### config.mk
export PLATFORM = sky130hd
export DESIGN_NAME = sync_frame_receiver_change_filter
export DESIGN_NICKNAME = d
export VERILOG_FILES = /design/src/rtl/sfr_pkg.sv /design/src/rtl/sfr_frame_parser.sv /design/src/rtl/sfr_change_filter.sv /design/src/rtl/sfr_out_skid.sv /design/src/rtl/sync_frame_receiver_change_filter.sv
export SDC_FILE = /design/constraint.sdc
export NUM_CORES = 1
export LEC_CHECK = 0
export BUFFER_PORTS_ARGS = -buffer_cell sky130_fd_sc_hd__buf_2
export CORE_ASPECT_RATIO = 0.5
export CORE_MARGIN = 2
export CORE_UTILIZATION = 55
export CTS_BUF_LIST = sky130_fd_sc_hd__clkbuf_4
export DETAILED_ROUTE_END_ITERATION = 10
export HOLD_SLACK_MARGIN = 0.06
export MAX_ROUTING_LAYER = met4
export PLACE_DENSITY = 0.78
export SLEW_MARGIN = 10
export SYNTH_ARGS = -nofsm -noshare
export SYNTH_HDL_FRONTEND = slang
export SYNTH_SLANG_ARGS = --single-unit
### constraint.sdc
create_clock -name aclk -period 3.6 [get_ports aclk]
set_input_delay 0.36 -clock aclk [delete_from_list [all_inputs] [get_ports aclk]]
set_output_delay 0.36 -clock aclk [all_outputs]
set_load 0.01 [all_outputs]
### src/rtl/sfr_pkg.sv
package sfr_pkg;

    localparam int unsigned BYTE_W       = 8;
    localparam int unsigned PAYLOAD_LEN  = 4;
    localparam logic [BYTE_W-1:0] SYNC_BYTE_RESET = 8'h55;

    // Report as carried on the result channel: x1 in the lowest byte.
    typedef struct packed {
        logic        [BYTE_W-1:0] button_bits;
        logic signed [BYTE_W-1:0] stick_x2;
        logic signed [BYTE_W-1:0] stick_y1;
        logic signed [BYTE_W-1:0] stick_x1;
    } report_t;

    // A completed frame whose checksum matched, from parser to filter.
    typedef struct packed {
        logic    ok;
        report_t report;
    } frame_t;

    // A report to be delivered, from filter to output stage.
    typedef struct packed {
        logic    valid;
        report_t report;
    } result_t;

endpackage

### src/rtl/sfr_frame_parser.sv
module sfr_frame_parser
    import sfr_pkg::*;
(
    input  logic              aclk,
    input  logic              aresetn,
    input  logic              beat_fire,
    input  logic [BYTE_W-1:0] rx_byte,
    input  logic [BYTE_W-1:0] sync_byte,
    output frame_t            frame
);

    typedef enum logic [2:0] {
        PH_HUNT  = 3'd0,
        PH_X1    = 3'd1,
        PH_Y1    = 3'd2,
        PH_X2    = 3'd3,
        PH_BTN   = 3'd4,
        PH_CK_LO = 3'd5,
        PH_CK_HI = 3'd6
    } phase_t;

    phase_t            phase_reg, phase_next;
    logic [BYTE_W-1:0] payload_reg [PAYLOAD_LEN];
    logic [BYTE_W-1:0] ck_low_reg;
    logic [15:0]       ck_expected;
    logic [15:0]       ck_received;

    assign ck_expected = {payload_reg[0], payload_reg[1]} ^ {payload_reg[2], payload_reg[3]};
    assign ck_received = {rx_byte, ck_low_reg};

    always_comb begin
        phase_next = phase_reg;
        case (phase_reg)
            PH_HUNT:  phase_next = (rx_byte == sync_byte) ? PH_X1 : PH_HUNT;
            PH_X1:    phase_next = PH_Y1;
            PH_Y1:    phase_next = PH_X2;
            PH_X2:    phase_next = PH_BTN;
            PH_BTN:   phase_next = PH_CK_LO;
            PH_CK_LO: phase_next = PH_CK_HI;
            PH_CK_HI: phase_next = PH_HUNT;
            default:  phase_next = (rx_byte == sync_byte) ? PH_X1 : PH_HUNT;
        endcase
    end

    always_ff @(posedge aclk) begin
        if (!aresetn) begin
            phase_reg <= PH_HUNT;
        end else if (beat_fire) begin
            phase_reg <= phase_next;
        end
    end

    // Payload and checksum capture: no reset, always written before read.
    always_ff @(posedge aclk) begin
        if (beat_fire) begin
            case (phase_reg)
                PH_X1:    payload_reg[0] <= rx_byte;
                PH_Y1:    payload_reg[1] <= rx_byte;
                PH_X2:    payload_reg[2] <= rx_byte;
                PH_BTN:   payload_reg[3] <= rx_byte;
                PH_CK_LO: ck_low_reg     <= rx_byte;
                default:  ;
            endcase
        end
    end

    assign frame.ok                 = beat_fire && (phase_reg == PH_CK_HI)
                                      && (ck_received == ck_expected);
    assign frame.report.stick_x1    = payload_reg[0];
    assign frame.report.stick_y1    = payload_reg[1];
    assign frame.report.stick_x2    = payload_reg[2];
    assign frame.report.button_bits = payload_reg[3];

endmodule

### src/rtl/sfr_change_filter.sv
module sfr_change_filter
    import sfr_pkg::*;
(
    input  logic    aclk,
    input  logic    aresetn,
    input  frame_t  frame,
    output result_t result
);

    report_t last_report_reg;

    always_ff @(posedge aclk) begin
        if (!aresetn) begin
            last_report_reg <= '0;
        end else if (frame.ok) begin
            last_report_reg <= frame.report;
        end
    end

    assign result.valid  = frame.ok && (frame.report != last_report_reg);
    assign result.report = frame.report;

`ifndef SYNTHESIS
    a_stored_after_emit: assert property (@(posedge aclk) disable iff (!aresetn)
        result.valid |=> last_report_reg == $past(frame.report))
        else $error("stored report not updated after emit");

    a_unchanged_holds: assert property (@(posedge aclk) disable iff (!aresetn)
        (frame.ok && !result.valid) |=> $stable(last_report_reg))
        else $error("stored report moved on an unchanged frame");
`endif

endmodule

### src/rtl/sfr_out_skid.sv
module sfr_out_skid
    import sfr_pkg::*;
(
    input  logic    aclk,
    input  logic    aresetn,
    input  logic    beat_fire,
    input  result_t result,
    output logic    room,
    output logic    m_valid,
    input  logic    m_ready,
    output report_t m_report
);

    logic    main_valid_reg;
    logic    skid_valid_reg;
    report_t main_reg;
    report_t skid_reg;
    logic    push;
    logic    pop;

    assign push = beat_fire && result.valid;
    assign pop  = main_valid_reg && m_ready;

    always_ff @(posedge aclk) begin
        if (!aresetn) begin
            main_valid_reg <= 1'b0;
            skid_valid_reg <= 1'b0;
        end else if (skid_valid_reg) begin
            if (pop) begin
                skid_valid_reg <= 1'b0;
            end
        end else if (push) begin
            if (main_valid_reg && !pop) begin
                skid_valid_reg <= 1'b1;
            end else begin
                main_valid_reg <= 1'b1;
            end
        end else if (pop) begin
            main_valid_reg <= 1'b0;
        end
    end

    always_ff @(posedge aclk) begin
        if (skid_valid_reg) begin
            if (pop) begin
                main_reg <= skid_reg;
            end
        end else if (push) begin
            if (main_valid_reg && !pop) begin
                skid_reg <= result.report;
            end else begin
                main_reg <= result.report;
            end
        end
    end

    assign room     = !skid_valid_reg;
    assign m_valid  = main_valid_reg;
    assign m_report = main_reg;

`ifndef SYNTHESIS
    a_skid_behind_main: assert property (@(posedge aclk) disable iff (!aresetn)
        skid_valid_reg |-> main_valid_reg)
        else $error("skid entry held with the main stage empty");
`endif

endmodule

### src/rtl/sync_frame_receiver_change_filter.sv
// A frame's report is registered into the output stage on its last checksum beat.
// Throughput: one byte per cycle; the two-entry output stage stalls input only once
//   two reports wait on a stalled result channel.
// Reset: synchronous, active low on aresetn; hunts for sync, stored report all zeros,
//   sync byte 0x55, output stage empty.
module sync_frame_receiver_change_filter
    import sfr_pkg::*;
(
    input  logic        aclk,
    input  logic        aresetn,
    // received bytes
    input  logic        s_tvalid,
    output logic        s_tready,
    input  logic [7:0]  s_tdata,   // [7:0] rx_byte
    // reports
    output logic        m_tvalid,
    input  logic        m_tready,
    output logic [31:0] m_tdata,   // [7:0] stick_x1, [15:8] stick_y1,
                                   // [23:16] stick_x2, [31:24] button_bits
    // sync byte register
    input  logic        cfg_valid,
    output logic        cfg_ready,
    input  logic [7:0]  cfg_data
);

    logic              beat_fire;
    logic              room;
    logic [BYTE_W-1:0] sync_byte_reg;
    frame_t            frame;
    result_t           result;
    report_t           m_report;

    // Take the sync byte register at any time; users must write it only while idle; the block does not enforce it.
    assign cfg_ready = 1'b1;

    always_ff @(posedge aclk) begin
        if (!aresetn) begin
            sync_byte_reg <= SYNC_BYTE_RESET;
        end else if (cfg_valid && cfg_ready) begin
            sync_byte_reg <= cfg_data;
        end
    end

    // Accept a byte whenever the output stage can still absorb a report.
    assign s_tready  = room;
    assign beat_fire = s_tvalid && s_tready;

    // Track frame phase, capture payload and check the checksum on the last beat.
    sfr_frame_parser u_parser (
        .aclk      (aclk),
        .aresetn   (aresetn),
        .beat_fire (beat_fire),
        .rx_byte   (s_tdata),
        .sync_byte (sync_byte_reg),
        .frame     (frame)
    );

    // Drop frames equal to the stored report; update the store on every good frame.
    sfr_change_filter u_filter (
        .aclk    (aclk),
        .aresetn (aresetn),
        .frame   (frame),
        .result  (result)
    );

    // Hold reports for the result channel; the skid entry absorbs a stalled beat.
    sfr_out_skid u_out (
        .aclk      (aclk),
        .aresetn   (aresetn),
        .beat_fire (beat_fire),
        .result    (result),
        .room      (room),
        .m_valid   (m_tvalid),
        .m_ready   (m_tready),
        .m_report  (m_report)
    );

    assign m_tdata = m_report;

endmodule

==> flow_summary_export.csv <==
group,metric,value,unit
routing,avgRoutedWirePerCell,19.0,microns
worst_setup_path,critPathKind,"reg2reg",
finish,register_area,4020,sq um
clock_network,cts_tree,"yes",
worst_hold_path,min_to,"u_parser.ck_low_reg[5]",
worst_setup_path,crit_fanout,32,
job,max_cap_violations,0,
logic_synthesis,synth-edff-count,104,
worst_hold_path,hold_class,"in2reg",
timing,fmax,0.372,GHz
worst_hold_path,holdCritStartpoint,"s_tdata[5]",
timing,worst_pin_slew,0.903,ns
worst_hold_path,hold_depth,1,
global_routing,grt_pass1_wl,19.4,mm
worst_setup_path,startpoint,"u_parser.payload_reg[1][0]",
clock_network,cts_buffers,17,
worst_setup_path,r2r-end,"u_out.m_report[23]",
logic_synthesis,synth.top_cell.area_share,49.3,%
timing,fin_ws,0.911,ns
logic_synthesis,synth_cell_types,37,
clock_network,cts.sinks,149,
placement,pre_cts_ws,0.995,ns
logic_synthesis,synthesis.area,6340,sq um
clock_network,clock-root-buffer,"clkbuf_4",
logic_synthesis,synth_area_leaders,"edfxtp_1 49%, dfxtp_1 14%, mux2i_1 6.3%",
clock_network,worst_skew_pair.late_latency,0.55,ns
finish,diodes,0,
global_routing,grt_use_total,22.4,%
logic_synthesis,synth_top_family_by_area,"multiplexers",
placement,dp_hpwl,8.48,mm
timing,setup_viol,0,
timing,fin_setup_tns,0,ns
logic_synthesis,syn_area_per_cell,14.6,sq um
logic_synthesis,ys_warn_count,0,
global_routing,overflow,0,
routing,post-route-drc-count,0,
global_routing,grt_pass1_vias,3387,
finish,nets,524,
worst_setup_path,r2r_start,"u_parser.payload_reg[1][0]",
timing,min_period,2.69,ns
logic_synthesis,synth_simple_gate_area_share,8.31,%
routing,drt-total-wl,12.6,mm
timing,timing.hold.ws,0.119,ns
clock_network,clock_path_buffers,2,
routing,drt-vias-per-instance,5.41,
power,pwr_density_cell,408,nW/um^2
timing,min_period_over_period,74.7,%
timing,relSlewSlack,39.6,%
power,ir_drop,196,uV
logic_synthesis,synth_compound_gate_area_share,1.36,%
finish,drive_above_1_share,26.6,%
logic_synthesis,async_flop_share,0,%
worst_setup_path,cp-start-kind,"register",
logic_synthesis,muxShareOfSynthArea,12.0,%
logic_synthesis,synth_common_cells,"104 x edfxtp_1, 74 x nand2_1, 45 x dfxtp_1",
worst_setup_path,critPathRequiredTime,3.87,ns
global_routing,antenna_found_initial,0,
floorplanning,dieHeight,79.9,microns
timing,fin_skew,0.0186,ns
placement,io_buffers,54,
worst_setup_path,r2r_cells,6,
finish,fill_cells,833,
timing,rsz0062_at_grt,"false",
logic_synthesis,synth.most_common_cell,"edfxtp_1",
logic_synthesis,synth_cells,433,
logic_synthesis,ys.flop_type,"edfxtp_1",
logic_synthesis,seq_area_frac_synth,63.5,%
clock_network,htree_levels,4,
power,p_leak,2.56,nW
finish,area_growth,10.7,%
timing,hold_violations,0,
finish,multi_input_area,2120,sq um
floorplanning,die_width,156,microns
routing,vias,3573,
placement,dpl-instance-area,6680,sq um
placement,gp_congestion,0.853,
floorplanning,core.rowCount,27,
worst_setup_path,arrival,2.96,ns
floorplanning,start_util,57.0,%
floorplanning,ios,56,
clock_network,cts_setup_buffers,0,
routing,drt_iter0_markers,313,
finish,post-route-util,63.1,%
logic_synthesis,synth_xor_area_share,11.5,%
floorplanning,core,11100,sq um
logic_synthesis,ys_seq_elements,149,
routing,final_antenna_net_count,0,
outcome,run_status,"finished clean",
worst_setup_path,cp-end-kind,"register",
logic_synthesis,yosys.area_share.adder,0,%
timing,drv_slew,0,
routing,dr.pass1.iters,4,
finish,final_area,7020,sq um
global_routing,grt_max_degree,46,
logic_synthesis,syn-num-nets,454,
clock_network,clk_pin_slew_worst_paths,0.13,ns
worst_setup_path,reg2reg_slack,0.91,ns
floorplanning,dieArea,12400,sq um
logic_synthesis,synth.largest_area_cell,"edfxtp_1",
-- worst max path at each step --
stage,endpoint,slack [ns],cells past startpoint
CTS,u_out.skid_reg[20],0.96,6
detailed placement,u_out.skid_reg[16],1.0,6
global placement,u_out.skid_reg[16],1.05,6
floorplan,u_out.m_report[0],0.16,5
global route,u_out.m_report[7],0.80,6
finish,u_out.m_report[23],0.91,6
-- power by group --
part	total [mW]	switching [mW]	internal [mW]
logic	0.0820	0.0469	0.0351
registers	1.82	0.00425	1.82
clock network	0.958	0.614	0.344
-- through the flow --
| stage | power (mW) | instances |
|---|---|---|
| 2_1_floorplan | 1.91 | 433 |
| 3_3_place_gp | 1.94 | 621 |
| 3_5_place_dp | 1.94 | 621 |
| 4_1_cts | 2.88 | 659 |
| 5_1_grt | 2.97 | 661 |
| 6_report | 2.87 | 661 |
-- cell type report --
| cell class | instances | area share, % |
|---|---|---|
| tap | 145 | 2.59 |
| clock inverter | 15 | 1.85 |
| inverter | 3 | 0.161 |
| sequential | 149 | 57.4 |
| multi-input combinational | 260 | 30.2 |
| timing repair buffer | 72 | 6.06 |
| clock buffer | 17 | 1.82 |
-- worst max-delay path: stages, from the launching register on --
cell and delay [ns]:
edfxtp_1 0.51, xor2_1 0.21, nor4_1 0.58, nand4_1 0.26
o211ai_1 0.45, a21oi_4 0.09, buf_4 0.28
-- layout by cell type, fill, tap and decap left out, types with 2 or more instances in the layout --
master           n
a21boi_0         3
nand2_1         74
xnor3_2          6
nand4_1          6
buf_4           10
nor4_1          10
clkinv_2         2
nor2_1           4
buf_2           54
clkinvlp_4       4
mux2i_1         40
a21oi_1          4
edfxtp_1       104
xnor2_1         13
xor2_1          33
inv_6            4
clkinv_1         2
o21ai_0          4
clkinv_4         2
inv_1            3
mux2_2          32
dfxtp_1         45
nor3b_1          2
dlygate4sd3_1    8
xnor3_1          8
clkbuf_4        17
nor3_1           4
nor2b_1          6
-- logic make-up after synthesis --
group / after synthesis
AND/OR/NAND/NOR: 113
other: 1
multiplexers: 72
buffers and inverters: 24
AO/OA/AOI/OAI: 14
XOR/XNOR: 60
flip-flops: 149
-- what timing repair did --
item / in CTS / in global routing
resized for setup: 0 / 0
endpoints found under the setup margin: 0 / 0
hold buffers: 6 / 2
endpoints found under the hold margin: 6 / 2
-- layer usage --
layer	up-vias	global-route usage, %	share of wire [%]
met5	-	-	0
met4	0	5.78	1.1
met3	15	6.57	9.1
li1	1696	-	-
met1	1709	33.8	49
met2	153	29.6	40
Note: power is estimated with default switching activity, not from simulation.
